$ cat config.mk
export PLATFORM = sky130hd
export DESIGN_NAME = mono_downmix_rate_converter
export DESIGN_NICKNAME = d
export VERILOG_FILES = /design/src/rtl/core/mdrc_pkg.sv /design/src/rtl/core/mdrc_decode.sv /design/src/rtl/core/mdrc_phase_unit.sv /design/src/rtl/core/mono_downmix_rate_converter.sv
export SDC_FILE = /design/constraint.sdc
export NUM_CORES = 1
export LEC_CHECK = 0
export BUFFER_PORTS_ARGS = -buffer_cell sky130_fd_sc_hd__clkbuf_2
export CAP_MARGIN = 20
export CORE_ASPECT_RATIO = 0.75
export CORE_UTILIZATION = 44
export DETAILED_ROUTE_END_ITERATION = 12
export MAX_ROUTING_LAYER = met4
export PLACE_DENSITY_LB_ADDON = 0.3
export SLEW_MARGIN = 20
export SYNTH_ARGS = -nofsm -noshare
export SYNTH_HDL_FRONTEND = slang
export SYNTH_HIERARCHICAL = 1
export SYNTH_SLANG_ARGS = --single-unit
$ cat constraint.sdc
create_clock -name i_clk -period 6.6 [get_ports i_clk]
set_input_delay 0.66 -clock i_clk [delete_from_list [all_inputs] [get_ports i_clk]]
set_output_delay 0.66 -clock i_clk [all_outputs]
set_load 0.05 [all_outputs]
$ cat src/rtl/core/mdrc_pkg.sv
// Package for the mono downmix rate converter.
// Shared widths, constants, register map and the phase unit result type.
// No dependencies.
`timescale 1ns / 1ps

package mdrc_pkg;

    // Field and state widths
    localparam int SAMPLE_W = 16;
    localparam int RATE_W   = 19;
    localparam int PHASE_W  = 20;
    localparam int ADDR_W   = 4;
    localparam int DATA_W   = 32;

    // Fixed output rate and per-frame result cap
    localparam logic [PHASE_W-1:0] OUTPUT_RATE = PHASE_W'(48000);
    localparam int MAX_RESULTS = 64;
    localparam int COUNT_W     = $clog2(MAX_RESULTS);

    // Register reset values
    localparam logic [RATE_W-1:0] SOURCE_RATE_RST = RATE_W'(48000);

    // Register indexes (byte address bits [3:2])
    localparam logic [1:0] REG_SOURCE_RATE  = 2'd0;
    localparam logic [1:0] REG_TWO_CHANNELS = 2'd1;
    localparam logic [1:0] REG_WIDE_SAMPLES = 2'd2;

    // Result of one pass through the phase unit
    typedef struct packed {
        logic               below;  // phase below OUTPUT_RATE: emit a beat
        logic               wraps;  // stepped phase reaches OUTPUT_RATE
        logic [PHASE_W-1:0] value;  // stepped phase
    } t_ph_res;

endpackage

$ cat src/rtl/core/mdrc_decode.sv
// Sample decoder: turns one raw source frame into a signed 16-bit mono sample.
// Depends on mdrc_pkg.
`timescale 1ns / 1ps

module mdrc_decode
    import mdrc_pkg::*;
(
    input  logic [SAMPLE_W-1:0] i_first_channel,
    input  logic [SAMPLE_W-1:0] i_second_channel,
    input  logic                i_two_channels,
    input  logic                i_wide_samples,
    output logic [SAMPLE_W-1:0] o_mono
);

    logic signed [SAMPLE_W:0]   first_dec;
    logic signed [SAMPLE_W:0]   second_dec;
    logic signed [SAMPLE_W+1:0] sum;
    logic signed [SAMPLE_W+1:0] half;

    // Wide: sign-extend. Narrow: low byte minus 128, scaled by 256.
    always_comb begin
        if (i_wide_samples) begin
            first_dec  = {i_first_channel[SAMPLE_W-1], i_first_channel};
            second_dec = {i_second_channel[SAMPLE_W-1], i_second_channel};
        end else begin
            first_dec  = {~i_first_channel[7], ~i_first_channel[7],
                          i_first_channel[6:0], 8'h00};
            second_dec = {~i_second_channel[7], ~i_second_channel[7],
                          i_second_channel[6:0], 8'h00};
        end
    end

    // Average both channels, rounding toward zero
    always_comb begin
        sum  = {first_dec[SAMPLE_W], first_dec} + {second_dec[SAMPLE_W], second_dec};
        half = (sum + {{(SAMPLE_W+1){1'b0}}, sum[SAMPLE_W+1]}) >>> 1;
    end

    assign o_mono = i_two_channels ? half[SAMPLE_W-1:0] : first_dec[SAMPLE_W-1:0];

endmodule

$ cat src/rtl/core/mdrc_phase_unit.sv
// Shared phase unit: one adder that either advances the phase by the source
// rate or takes OUTPUT_RATE off it, plus the compares. Depends on mdrc_pkg.
`timescale 1ns / 1ps

module mdrc_phase_unit
    import mdrc_pkg::*;
(
    input  logic [PHASE_W-1:0] i_phase,
    input  logic [RATE_W-1:0]  i_source_rate,
    output t_ph_res            o_res
);

    logic               below;
    logic [PHASE_W-1:0] operand;
    logic [PHASE_W-1:0] stepped;

    // Pick addend: source rate while emitting, minus OUTPUT_RATE at the end
    always_comb begin
        below   = i_phase < OUTPUT_RATE;
        operand = below ? {1'b0, i_source_rate} : (~OUTPUT_RATE + PHASE_W'(1));
        stepped = i_phase + operand;
    end

    assign o_res.below = below;
    assign o_res.wraps = stepped >= OUTPUT_RATE;
    assign o_res.value = stepped;

endmodule

$ cat src/rtl/core/mono_downmix_rate_converter.sv
// Mono downmix rate converter top level: register port, sequencer, output stage.
// Depends on mdrc_pkg, mdrc_decode and mdrc_phase_unit.
`timescale 1ns / 1ps

// Takes one source frame per input beat (mono or stereo, 8-bit unsigned or
// 16-bit signed), downmixes it to one signed 16-bit sample and sends out every
// 48 kHz output frame whose nearest earlier source frame is this one, the same
// sample on left and right, run_last marking the final beat of the frame.
// A frame keeps the input stalled from the moment it is accepted until the phase
// leaves it: a shared phase unit steps the phase accumulator once per cycle while
// the output side does not stall, one output beat per step, plus one step to
// rebase the phase.
// At most 64 beats come from one frame; when the cap cuts a frame short the
// phase restarts at zero and no rebase step is needed.
// track_start clears the phase before its frame. Program the registers only
// while the block is idle.
module mono_downmix_rate_converter
    import mdrc_pkg::*;
(
    input  logic                i_clk,
    input  logic                i_rst_n,
    // register port
    input  logic                psel,
    input  logic                penable,
    input  logic                pwrite,
    input  logic [ADDR_W-1:0]   paddr,
    input  logic [DATA_W-1:0]   pwdata,
    output logic [DATA_W-1:0]   prdata,
    output logic                pready,
    // source frames
    input  logic                i_valid,
    output logic                o_stall,
    input  logic [SAMPLE_W-1:0] i_first_channel,
    input  logic [SAMPLE_W-1:0] i_second_channel,
    input  logic                i_track_start,
    // output frames
    output logic                o_valid,
    input  logic                i_stall,
    output logic [SAMPLE_W-1:0] o_left_out,
    output logic [SAMPLE_W-1:0] o_right_out,
    output logic                o_run_last
);

    localparam logic S_IDLE = 1'b0;
    localparam logic S_RUN  = 1'b1;

    logic                r_state;
    logic [RATE_W-1:0]   r_source_rate;
    logic                r_two_channels;
    logic                r_wide_samples;
    logic [PHASE_W-1:0]  r_phase;
    logic [SAMPLE_W-1:0] r_held;
    logic [COUNT_W-1:0]  r_count;
    logic                r_ovalid;
    logic [SAMPLE_W-1:0] r_osample;
    logic                r_olast;

    logic                cfg_wr;
    logic                in_take;
    logic                out_free;
    logic                emit;
    logic                cap_hit;
    logic [SAMPLE_W-1:0] mono;
    t_ph_res             ph_res;

    // Register port
    assign pready = 1'b1;
    assign cfg_wr = psel & penable & pwrite;

    always_ff @(posedge i_clk) begin
        if (!i_rst_n) begin
            r_source_rate  <= SOURCE_RATE_RST;
            r_two_channels <= 1'b1;
            r_wide_samples <= 1'b1;
        end else if (cfg_wr) begin
            case (paddr[3:2])
                REG_SOURCE_RATE:  r_source_rate  <= pwdata[RATE_W-1:0];
                REG_TWO_CHANNELS: r_two_channels <= pwdata[0];
                REG_WIDE_SAMPLES: r_wide_samples <= pwdata[0];
                default: ;
            endcase
        end
    end

    always_comb begin
        case (paddr[3:2])
            REG_SOURCE_RATE:  prdata = {{(DATA_W-RATE_W){1'b0}}, r_source_rate};
            REG_TWO_CHANNELS: prdata = {{(DATA_W-1){1'b0}}, r_two_channels};
            REG_WIDE_SAMPLES: prdata = {{(DATA_W-1){1'b0}}, r_wide_samples};
            default:          prdata = '0;
        endcase
    end

    // Datapath units
    mdrc_decode u_decode (
        .i_first_channel  (i_first_channel),
        .i_second_channel (i_second_channel),
        .i_two_channels   (r_two_channels),
        .i_wide_samples   (r_wide_samples),
        .o_mono           (mono)
    );

    mdrc_phase_unit u_phase (
        .i_phase       (r_phase),
        .i_source_rate (r_source_rate),
        .o_res         (ph_res)
    );

    // Handshake terms
    assign o_stall  = (r_state != S_IDLE);
    assign in_take  = i_valid & ~o_stall;
    assign out_free = ~r_ovalid | ~i_stall;
    assign emit     = (r_state == S_RUN) & ph_res.below & out_free;
    assign cap_hit  = (r_count == COUNT_W'(MAX_RESULTS - 1));

    // Sequencer: step the phase once per cycle while the output can take a beat, until it leaves this frame
    always_ff @(posedge i_clk) begin
        if (!i_rst_n) begin
            r_state <= S_IDLE;
            r_phase <= '0;
            r_held  <= '0;
            r_count <= '0;
        end else begin
            case (r_state)
                S_IDLE: begin
                    if (in_take) begin
                        r_held  <= mono;
                        r_count <= '0;
                        if (i_track_start) begin
                            r_phase <= '0;
                        end
                        r_state <= S_RUN;
                    end
                end
                S_RUN: begin
                    if (!ph_res.below) begin
                        // rebase phase onto the next frame
                        r_phase <= ph_res.value;
                        r_state <= S_IDLE;
                    end else if (emit) begin
                        r_count <= r_count + COUNT_W'(1);
                        if (cap_hit && !ph_res.wraps) begin
                            // drop the rest of this frame
                            r_phase <= '0;
                            r_state <= S_IDLE;
                        end else begin
                            r_phase <= ph_res.value;
                        end
                    end
                end
                default: r_state <= S_IDLE;
            endcase
        end
    end

    // Output register: load on emit, drop when the beat is taken
    always_ff @(posedge i_clk) begin
        if (!i_rst_n) begin
            r_ovalid <= 1'b0;
        end else if (emit) begin
            r_ovalid <= 1'b1;
        end else if (!i_stall) begin
            r_ovalid <= 1'b0;
        end
    end

    always_ff @(posedge i_clk) begin
        if (emit) begin
            r_osample <= r_held;
            r_olast   <= ph_res.wraps | cap_hit;
        end
    end

    assign o_valid     = r_ovalid;
    assign o_left_out  = r_osample;
    assign o_right_out = r_osample;
    assign o_run_last  = r_olast;

endmodule

==> flow_metrics.tcl, run 1 <==
set metrics [dict create \
    ctsResizeCount 0 \
    path_cells "a31oi_1, o21bai_1, a2111o_1, nor2_1, buf_4, and2_1, ha_1, inv_1, fa_1, nor2b_4, o31a_1, o21ai_0, xnor2_1, nor4b_1, o2111ai_1, o211ai_1, o31ai_1, a21oi_1, buf_4, a22o_1" \
    synth.distinct_cells 83 \
    dr.pass1.iters 4 \
    wl_mm 15.86 \
    stdcell_count 1074 \
    ant_nets 0 \
    synth_edf_count 17 \
    grt_pass1_vias 5024 \
    yosysWarnings 6 \
    maxCapViolations 0 \
    cts_tree "built" \
    synthFlopType "dfxtp_1" \
    hold_viol 0 \
    die_area_um2 15230 \
    ir_drop_uv 171.3 \
    syn_area_per_cell_um2 8.207 \
    dp.cells 1058 \
    root_buffer "clkbuf_16" \
    status "finished, final reports clean" \
    setup_tns_ps 0 \
    power_density_nw_per_um2 270.3 \
    drt_iter0_markers 456 \
    n_fill_cell 1413 \
    yosysSeqAreaShare_pct 27.94 \
    coreArea_um2 14410 \
    grt_max_degree 32 \
    gp_congestion 0.9328 \
    synth.most_common_cell "nand2_1" \
    row_count 38 \
    max_stage_delay_ps 520 \
    fin_crit_sh_pct 74.62 \
    synthTopCellsByArea "dfxtp_1, edfxtp_1, ha_1, nand2_1, and2_1" \
    multi_input_area_um2 4234 \
    synth_top_cell_by_area "dfxtp_1" \
    startpoint_type "flop" \
    area_growth_pct 12.58 \
    antenna_found_initial 0 \
    crit_top_cell "buf_4" \
    ctsLongestPathBuffers 2 \
    syn_area_um2 6484 \
    hold_class "flop to flop" \
    htreeDepth 3 \
    cts_sinks 82 \
    start_util_pct 45.01 \
    drive_above_1_share_pct 20.25 \
    async_flop_share_pct 0 \
    crit_required_ps 6880 \
    vias 5796 \
    port_buffers 114 \
    ioPinCount 144 \
    worstPathMaxFanout 20 \
    seq_area_um2 1812 \
    nNetsFinal 984 \
    fin_skew_ps 6.895 \
    clk_latency_ps 340 \
    crit_arrival_ps 5200 \
    grt_pass1_wl_mm 25.63 \
    synth_cells 790 \
    slew_violations 0 \
    synth-seq-cells 82 \
    die_h_um 107.1 \
    slew_headroom_pct 37.34 \
    ys_top_cells_by_count "nand2_1, a21oi_1, dfxtp_1" \
    cts_buffers 9 \
    cp-end-kind "flop" \
    grtUsageTotal_pct 22.30 \
    dp_hpwl_mm 12.60 \
    synth_top_area_share_pct 20.07 \
    critPathSlowestCell "a2111o_1" \
    clkSlewWorstSetupHoldPaths_ps 60 \
    finalSetupViolations 0 \
    diodes 0 \
    critPathKind "flop to flop" \
    overflow 0 \
    rsz0062_at_grt "no" \
    worst_pin_slew_ps 939.9 \
    drc 0 \
    finalCriticalPeriod_ps 4925 \
    cts_setup_buffers 0 \
    die_x_um 142.2 \
    max_freq_ghz 0.2031 \
    routed_via_density 5.397 \
    avgRoutedWirePerCell_um 14.76 \
    power_leakage_uw 0.003139 \
    cts_hold_buf 0 \
]
registers in the layout, summed over array words and instances, names as in the netlist:
name	cells
r_wide_samples	1
r_held	16
r_count	6
r_source_rate	19
o_run_last	1
o_valid	1
o_stall	1
o_left_out	16
r_two_channels	1
r_phase	20
worst paths after layout:
kind              cells past startpoint                    start                       to  slack [ps]
setup / recovery                     20  r_phase[8]$_SDFFE_PN0P_  r_phase[2]$_SDFFE_PN0P_        1680
setup reg to reg                     20  r_phase[8]$_SDFFE_PN0P_  r_phase[2]$_SDFFE_PN0P_        1680
hold / removal                        0   r_held[8]$_SDFFE_PN0P_  o_left_out[8]$_DFFE_PP_         430
hold reg to reg                       0   r_held[8]$_SDFFE_PN0P_  o_left_out[8]$_DFFE_PP_         430
worst max-delay path: cells and delay by family, from the launching register on:
| kind | cells | cell delay [ps] |
|---|---|---|
| AO/OA/AOI/OAI | 10 | 2260 |
| buffers and inverters | 3 | 570 |
| adder cells (fa/ha/maj) | 2 | 600 |
| flip-flops | 1 | 330 |
| XOR/XNOR | 1 | 190 |
| AND/OR/NAND/NOR | 4 | 890 |
report_power, final:
group / switching [µW] / total (µW) / internal, µW
sequential: 30.8 / 596 / 566
combinational: 550 / 863 / 313
clock: 215 / 513 / 299
total: 796 / 1970 / 1180
through the flow:
stage               hold WS [ps]  area (µm²)  power (µW)  utilization, %  setup slack, ps
floorplan                  408.1        6529        1306               -             2312
global placement           413.3        6992        1453           48.53             1810
detailed placement         415.0        6992        1459           48.53             1788
CTS                        431.5        7293        1973           50.63             1740
global route               440.1        7300        2094           50.67             1324
finish                     428.7        7300        1973           50.67             1675
layer usage:
layer	wire, µm	global-route usage, %	vias up
met5	0	-	-
met4	198	6.375	0
met3	899	3.260	16
met2	6106	29.17	169
met1	8652	34.38	2653
li1	-	-	2958
cells by family (layout without fill, tap and decap cells):
logic type	after synthesis	after routing	synth area share (%)
mux	22	22	3.686
xor+xnor	34	34	4.593
flops	82	82	27.94
compound gates	199	199	22.02
fa+ha+maj	39	39	7.758
simple gates	324	324	26.34
other cells	2	14	0.1158
buf+inv	88	160	7.545
cell type report:
cell class | instances | share of cell area, %
Tap cell | 200 | 3.428
Multi-Input combinational cell | 632 | 58.00
Clock buffer | 10 | 3.137
Sequential cell | 82 | 24.82
Inverter | 25 | 1.286
Timing Repair Buffer | 119 | 8.330
Clock inverter | 6 | 0.9942
cell usage in the layout (no fill, tap or decap), types with 3 or more instances in the layout:
cell / Yosys / layout
clkbuf_16: 0 / 9
nand4_1: 10 / 10
or2_2: 3 / 3
conb_1: 2 / 14
o21ai_1: 5 / 5
a22o_1: 20 / 20
o21a_1: 11 / 11
a31oi_1: 7 / 7
clkbuf_2: 1 / 114
a211o_1: 3 / 3
inv_1: 24 / 24
o21ai_0: 18 / 18
nor2b_1: 9 / 9
nand3b_1: 3 / 3
o21bai_1: 4 / 4
o31ai_1: 6 / 6
o211ai_1: 9 / 9
nor3b_1: 4 / 4
and2_1: 55 / 55
nand2_1: 105 / 105
a21o_1: 10 / 10
dfxtp_1: 65 / 65
nand3_1: 33 / 33
mux2_2: 15 / 15
ha_1: 37 / 37
or3_1: 12 / 12
nor3_1: 13 / 13
a211oi_1: 7 / 7
xnor2_1: 25 / 25
nor2_1: 43 / 43
and3_1: 6 / 6
xor2_1: 9 / 9
nand2b_1: 5 / 5
mux2i_1: 7 / 7
edfxtp_1: 17 / 17
buf_4: 33 / 5
a21oi_1: 66 / 66
o211a_1: 3 / 3
Note: power is estimated with default switching activity, not from simulation.
==> run 2: changes to the inputs <==
--- a/config.mk
+++ b/config.mk
@@ -5,6 +5,7 @@
 export SDC_FILE = /design/constraint.sdc
 export NUM_CORES = 1
 export LEC_CHECK = 0
+export ABC_AREA = 1
 export BUFFER_PORTS_ARGS = -buffer_cell sky130_fd_sc_hd__clkbuf_2
 export CAP_MARGIN = 20
 export CORE_ASPECT_RATIO = 0.75
==> constraint.sdc (replaced) <==
create_clock -name i_clk -period 4.6 [get_ports i_clk]
set_input_delay 0.46 -clock i_clk [delete_from_list [all_inputs] [get_ports i_clk]]
set_output_delay 0.46 -clock i_clk [all_outputs]
set_load 0.05 [all_outputs]
==> run 2 against run 1 <==
  * Clock power grew 40%
  * Synthesized cell count is 48% higher
  * Routed wire length up 21%
  * Area after synthesis up 9.8%
  * Via count increased by 25%
  * Critical path type unchanged
  * Largest power group unchanged
==> flow_metrics.tcl, run 2 <==
set metrics [dict create \
    cts_tree "built" \
    nNetsFinal 1363 \
    gp_congestion 0.9394 \
    port_buffers 114 \
    cts_buffers 9 \
    syn_area_per_cell_um2 6.107 \
    power_density_nw_per_um2 635.6 \
    vias 7224 \
    cts_setup_buffers 0 \
    yosysWarnings 6 \
    synth.most_common_cell "nand2_1" \
    row_count 39 \
    grt_pass1_vias 5913 \
    routed_via_density 4.955 \
    ctsResizeCount 0 \
    layout_commonest_cell "nand2_1" \
    critPathSlowestCell "dfxtp_1" \
    setup_tns_ps 0 \
    drt_iter0_markers 694 \
    r2r_start "r_wide_samples$_SDFFE_PN1P_" \
    startpoint "r_wide_samples$_SDFFE_PN1P_" \
    fin_crit_sh_pct 87.51 \
    hold_ws_ps 331.8 \
    dp_hpwl_mm 15.22 \
    synthFlopType "dfxtp_1" \
    crit_required_ps 4840 \
    ioPinCount 144 \
    drc 0 \
    slew_violations 0 \
    maxCapViolations 0 \
    cp-end-kind "flop" \
    power_leakage_uw 0.004447 \
    largest_register_ffs 20 \
    synth_edf_count 17 \
    p_comb_share_pct 65.8 \
    ys_top_cells_by_count "nand2_1, inv_1, nor2_1" \
    grt_pass1_wl_mm 30.16 \
    die_h_um 112.2 \
    final_core_util_pct 51.16 \
    clk_latency_ps 350 \
    startpoint_type "flop" \
    grt_max_degree 41 \
    yosysSeqAreaShare_pct 25.44 \
    coreArea_um2 15520 \
    ant_nets 0 \
    layout_common_cells "nand2_1, inv_1, nor2_1" \
    finalCriticalPeriod_ps 4025 \
    syn_area_um2 7121 \
    htreeDepth 3 \
    synth_top_cell_by_area "dfxtp_1" \
    switching_share_pct 54.41 \
    regMostFlops "r_phase" \
    finalSetupViolations 0 \
    fin_skew_ps 7.767 \
    overflow 0 \
    cts_hold_buf 0 \
    critPathTopFamily "simple AND/OR/NAND/NOR gates" \
    synthTopCellsByArea "dfxtp_1, nand2_1, inv_1, edfxtp_1, nor2_1" \
    hold_class "input pin to flop" \
    power_frac_seq_pct 20.0 \
    async_flop_share_pct 0 \
    area_growth_pct 11.49 \
    worstPathMaxFanout 16 \
    antenna_found_initial 0 \
    synth_cells 1166 \
    min-delay-start "pwdata[13]" \
    slew_headroom_pct 32.15 \
    rsz0062_at_grt "no" \
    p_int_uw 2301 \
    synth-seq-cells 82 \
    reg_top3 "r_phase x20, r_source_rate x19" \
    die_x_um 148.9 \
    switchingPower_uw 2746 \
    cts_sinks 82 \
    synth_top_area_share_pct 18.27 \
    drive_above_1_share_pct 15.80 \
    status "finished, final reports clean" \
    wl_mm 19.21 \
    n_fill_cell 1627 \
    ctsLongestPathBuffers 2 \
    clkSlewWorstSetupHoldPaths_ps 70 \
    synth.distinct_cells 47 \
    worst_pin_slew_ps 1018 \
    dr.pass1.iters 5 \
    die_area_um2 16700 \
    crit_top_cell "nand2_1" \
    crit_buf_inv 5 \
    grtUsageTotal_pct 23.73 \
    critPathKind "flop to flop" \
    pwr-share-clk_pct 14.2 \
    root_buffer "clkbuf_16" \
    total_power_uw 5046 \
    max_stage_delay_ps 610 \
    hold_viol 0 \
    start_util_pct 45.89 \
    diodes 0 \
    crit_arrival_ps 4270 \
    max_freq_ghz 0.2484 \
    avgRoutedWirePerCell_um 13.18 \
    ir_drop_uv 351.7 \
]
-- run 2: cell types whose count changed after synthesis, moves of 12 or more --
| cell | delta |
|---|---|
| a22o_1 | -20 |
| and2_1 | -53 |
| inv_1 | +173 |
| nand2_1 | +241 |
| nand2_2 | +12 |
| nand3_1 | +35 |
| nor2_1 | +90 |
| o21ai_0 | +24 |
| or3_1 | -12 |
| xnor2_1 | -21 |
-- run 2: cell families (layout without fill, tap and decap cells) --
kind of cell    count (synthesis)  in the layout  share of synthesized area, %
compound gates                135            135                         10.19
xor+xnor                        8              8                         1.090
fa+ha+maj                      39             39                         7.064
buf+inv                       263            338                         16.27
flops                          82             82                         25.44
mux                            11             11                         1.740
other cells                     2             14                        0.1055
simple gates                  626            626                         38.10
-- run 2: layout make-up --
type                       instances  area (µm²)  area share (%)
multi-input combinational        833        4203           52.94
clock inverter                     6       53.80          0.6777
clock buffer                      10       239.0           3.010
sequential                        82        1812           22.82
inverter                         203       767.0           9.661
tap                              205       256.5           3.231
timing repair buffer             119       608.1           7.660
-- run 2: power by group through the flow --
stage | clock, µW | combinational [µW] | sequential, µW
after floorplan | 0 | 2410 | 1220
after detailed placement | 0 | 3260 | 1030
after global placement | 0 | 3250 | 1020
after CTS | 730 | 3280 | 1010
final | 716 | 3320 | 1010
after global routing | 763 | 3670 | 1030
-- run 2: metal layers --
| layer | up-vias | GRT usage (%) | routed length, µm |
|---|---|---|---|
| li1 | 3765 | - | - |
| met1 | 3184 | 37.81 | 10410 |
| met2 | 263 | 30.51 | 7179 |
| met3 | 12 | 3.862 | 1502 |
| met4 | 0 | 4.082 | 125 |
| met5 | - | - | 0 |
-- run 2: path summary, 6_finish.rpt --
path / depth (start not counted) / slack [ps] / endpoint
worst min register to register: 0 / 430 / o_left_out[15]$_DFFE_PP_
worst max register to register: 26 / 570 / r_held[11]$_SDFFE_PN0P_
worst min-delay path: 3 / 330 / r_source_rate[13]$_SDFFE_PN1P_
worst max-delay path: 26 / 570 / r_held[11]$_SDFFE_PN0P_
-- run 2: through the flow --
step | instances | setup WS, ps | area [µm²]
after global placement | 1442 | 722.8 | 7646
final | 1458 | 574.6 | 7939
after floorplan | 1178 | 1063 | 7166
after detailed placement | 1442 | 660.1 | 7646
after CTS | 1458 | 646.0 | 7939
after global routing | 1458 | 158.4 | 7939
-- run 2: worst reg2reg max path, stage by stage (launching register included) --
cell and delay (ps):
dfxtp_1 610, buf_4 300, nand2_1 70, o21ai_0 250, inv_1 110, ha_1 420, nand2_1 120, inv_1 60
nand2_1 60, nand2_1 70, a21oi_1 150, nand3_1 90, nand2_1 130, nand2_1 70, inv_1 50, ha_1 150
nand2_1 80, nor2_1 120, nand3_1 150, inv_1 160, nand2_4 90, nor2_4 110, a21oi_1 70, o21ai_0 90
o21ai_1 100, o21ai_0 180, nor2_1 50
==> run 3: changes to the inputs <==
--- a/config.mk
+++ b/config.mk
@@ -13,6 +13,7 @@
 export DETAILED_ROUTE_END_ITERATION = 12
 export MAX_ROUTING_LAYER = met4
 export PLACE_DENSITY_LB_ADDON = 0.3
+export REMOVE_ABC_BUFFERS = 1
 export SLEW_MARGIN = 20
 export SYNTH_ARGS = -nofsm -noshare
 export SYNTH_HDL_FRONTEND = slang
==> run 3 against run 2 <==
  * Hold slack improved by 5.1 ps
  * Clock skew grew 0.77 ps
  * Non-clock buffer count increased by 1
  * Die area unchanged
  * Sequential power is essentially flat
  * Cell count barely moved
  * Combinational power is 2% lower
  * Design area grew 0.24%
  * Routed wire length down 0.33%
  * Largest cell class unchanged
  * Largest power group unchanged
==> flow_metrics.tcl, run 3 (same netlist as run 2, synthesis figures left out) <==
set metrics [dict create \
    status "finished, final reports clean" \
    startpoint_type "flop" \
    diodes 0 \
    avgRoutedWirePerCell_um 13.13 \
    cts_buffers 9 \
    hold_class "input pin to flop" \
    max_freq_ghz 0.2479 \
    reg2regPathDepth 26 \
    ioPinCount 144 \
    fin_skew_ps 8.539 \
    min-delay-start "pwdata[13]" \
    critPathKind "flop to flop" \
    ctsResizeCount 0 \
    slew_violations 0 \
    r2r_end "r_held[9]$_SDFFE_PN0P_" \
    final_core_util_pct 51.28 \
    worst_pin_slew_ps 888.3 \
    grtUsageTotal_pct 24.37 \
    routed_via_density 4.940 \
    total_power_uw 4999 \
    grt_pass1_vias 6269 \
    whs_endpoint "r_source_rate[13]$_SDFFE_PN1P_" \
    start_util_pct 45.89 \
    power_density_nw_per_um2 628.1 \
    regMostFlops "r_phase" \
    switchingPower_uw 2705 \
    slew_headroom_pct 40.78 \
    finalSetupViolations 0 \
    drt_iter0_markers 589 \
    die_h_um 112.2 \
    root_buffer "clkbuf_16" \
    largest_register_ffs 20 \
    setup_tns_ps 0 \
    cts_setup_buffers 0 \
    nNetsFinal 1364 \
    ir_drop_uv 497.6 \
    clk_latency_ps 340 \
    ant_nets 0 \
    die_x_um 148.9 \
    finalCriticalPeriod_ps 4035 \
    row_count 39 \
    grt_pass1_wl_mm 31.51 \
    clkSlewWorstSetupHoldPaths_ps 70 \
    power_frac_seq_pct 20.5 \
    crit_arrival_ps 4270 \
    wl_mm 19.15 \
    gp_congestion 0.9261 \
    hold_viol 0 \
    worstPathMaxFanout 37 \
    pwr-share-clk_pct 14.3 \
    dr.pass1.iters 6 \
    reg_top3 "r_phase x20, r_source_rate x19" \
    vias 7207 \
    hold-path-cell-count 3 \
    coreArea_um2 15520 \
    drc 0 \
    grt_max_degree 41 \
    fin_crit_sh_pct 87.71 \
    htreeDepth 3 \
    port_buffers 114 \
    layout_commonest_cell "nand2_1" \
    maxCapViolations 0 \
    n_fill_cell 1641 \
    cts_tree "built" \
    drive_above_1_share_pct 15.79 \
    rrSetupSlack_ps 570 \
    p_int_uw 2293 \
    cts_sinks 82 \
    area_growth_pct 11.76 \
    overflow 0 \
    ctsLongestPathBuffers 2 \
    r2r_start "r_wide_samples$_SDFFE_PN1P_" \
    die_area_um2 16700 \
    dp_hpwl_mm 15.26 \
    cp-end-kind "flop" \
    rsz0062_at_grt "no" \
    switching_share_pct 54.12 \
    cts_hold_buf 0 \
    layout_common_cells "nand2_1, inv_1, nor2_1" \
    p_comb_share_pct 65.2 \
    power_leakage_uw 0.004458 \
    antenna_found_initial 0 \
    crit_required_ps 4840 \
]
## run 3: changes by cell type in the layout (fill, tap and decap cells not counted), sizes merged
cell	delta
inv	-1
clkinv	+1
buf	+1
## run 3: through the flow
| step | instances | hold slack (ps) | area [µm²] | setup slack (ps) |
|---|---|---|---|---|
| 2_1_floorplan | 1118 | 409.0 | 6774 | 964.2 |
| 3_5_place_dp | 1443 | 417.6 | 7662 | 689.0 |
| 6_report | 1459 | 336.9 | 7958 | 565.5 |
| 5_1_grt | 1459 | 351.5 | 7958 | 174.4 |
| 3_3_place_gp | 1443 | 413.2 | 7662 | 755.8 |
| 4_1_cts | 1459 | 329.1 | 7958 | 667.7 |
## run 3: critical path: stages, from the launching register on
cell     delay [ps]
dfxtp_1         400
buf_12          210
mux2_2          390
ha_1            390
nand2_1         170
inv_1            60
nand2_1          60
nand2_1          70
inv_1            80
nand3_1         130
nand2_1          90
nand3_1          60
nand2_1         180
nand2_1          70
inv_1            60
ha_1            150
nand2_1         100
nor2_1          120
nand3_1         160
inv_1           160
nand2_4          90
nor2_4          120
nor2_1           50
o21ai_0         160
o21ai_0         140
o21ai_0         190
nor2_1           60
## run 3: worst max-delay path by stage
stage                              endpoint                         from  slack (ps)  depth (start not counted)
floorplan           r_held[11]$_SDFFE_PN0P_  r_wide_samples$_SDFFE_PN1P_         960                         25
global placement     r_held[9]$_SDFFE_PN0P_  r_wide_samples$_SDFFE_PN1P_         760                         26
detailed placement   r_held[9]$_SDFFE_PN0P_  r_wide_samples$_SDFFE_PN1P_         690                         26
CTS                  r_held[9]$_SDFFE_PN0P_  r_wide_samples$_SDFFE_PN1P_         670                         26
global route         r_held[9]$_SDFFE_PN0P_  r_wide_samples$_SDFFE_PN1P_         170                         26
finish               r_held[9]$_SDFFE_PN0P_  r_wide_samples$_SDFFE_PN1P_         570                         26
## run 3: final cells by class
cell class	instances	area (µm²)	area share (%)
clock buffers	10	239.0	3.003
well taps	205	256.5	3.223
clock inverters	6	56.30	0.7075
multi-input cells	833	4199	52.77
inverters	203	767.0	9.638
repair buffers	120	628.1	7.893
flip-flops and latches	82	1812	22.77
## run 3: routing by layer
| metal | track usage, % | part of all wire, % | vias to the layer above |
|---|---|---|---|
| met3 | 3.374 | 7.5 | 5 |
| met1 | 38.66 | 54 | 3164 |
| met4 | 3.333 | 0.46 | 0 |
| met5 | - | 0 | - |
| met2 | 32.43 | 38 | 275 |
| li1 | - | - | 3763 |
## run 3: power groups by stage
| stage | Clock [µW] | Sequential (µW) | Combinational, µW |
|---|---|---|---|
| 3_3_place_gp | 0 | 1040 | 3170 |
| 3_5_place_dp | 0 | 1040 | 3190 |
| 5_1_grt | 761 | 1050 | 3640 |
| 6_report | 715 | 1030 | 3260 |
| 4_1_cts | 729 | 1030 | 3230 |
| 2_1_floorplan | 0 | 1400 | 2090 |
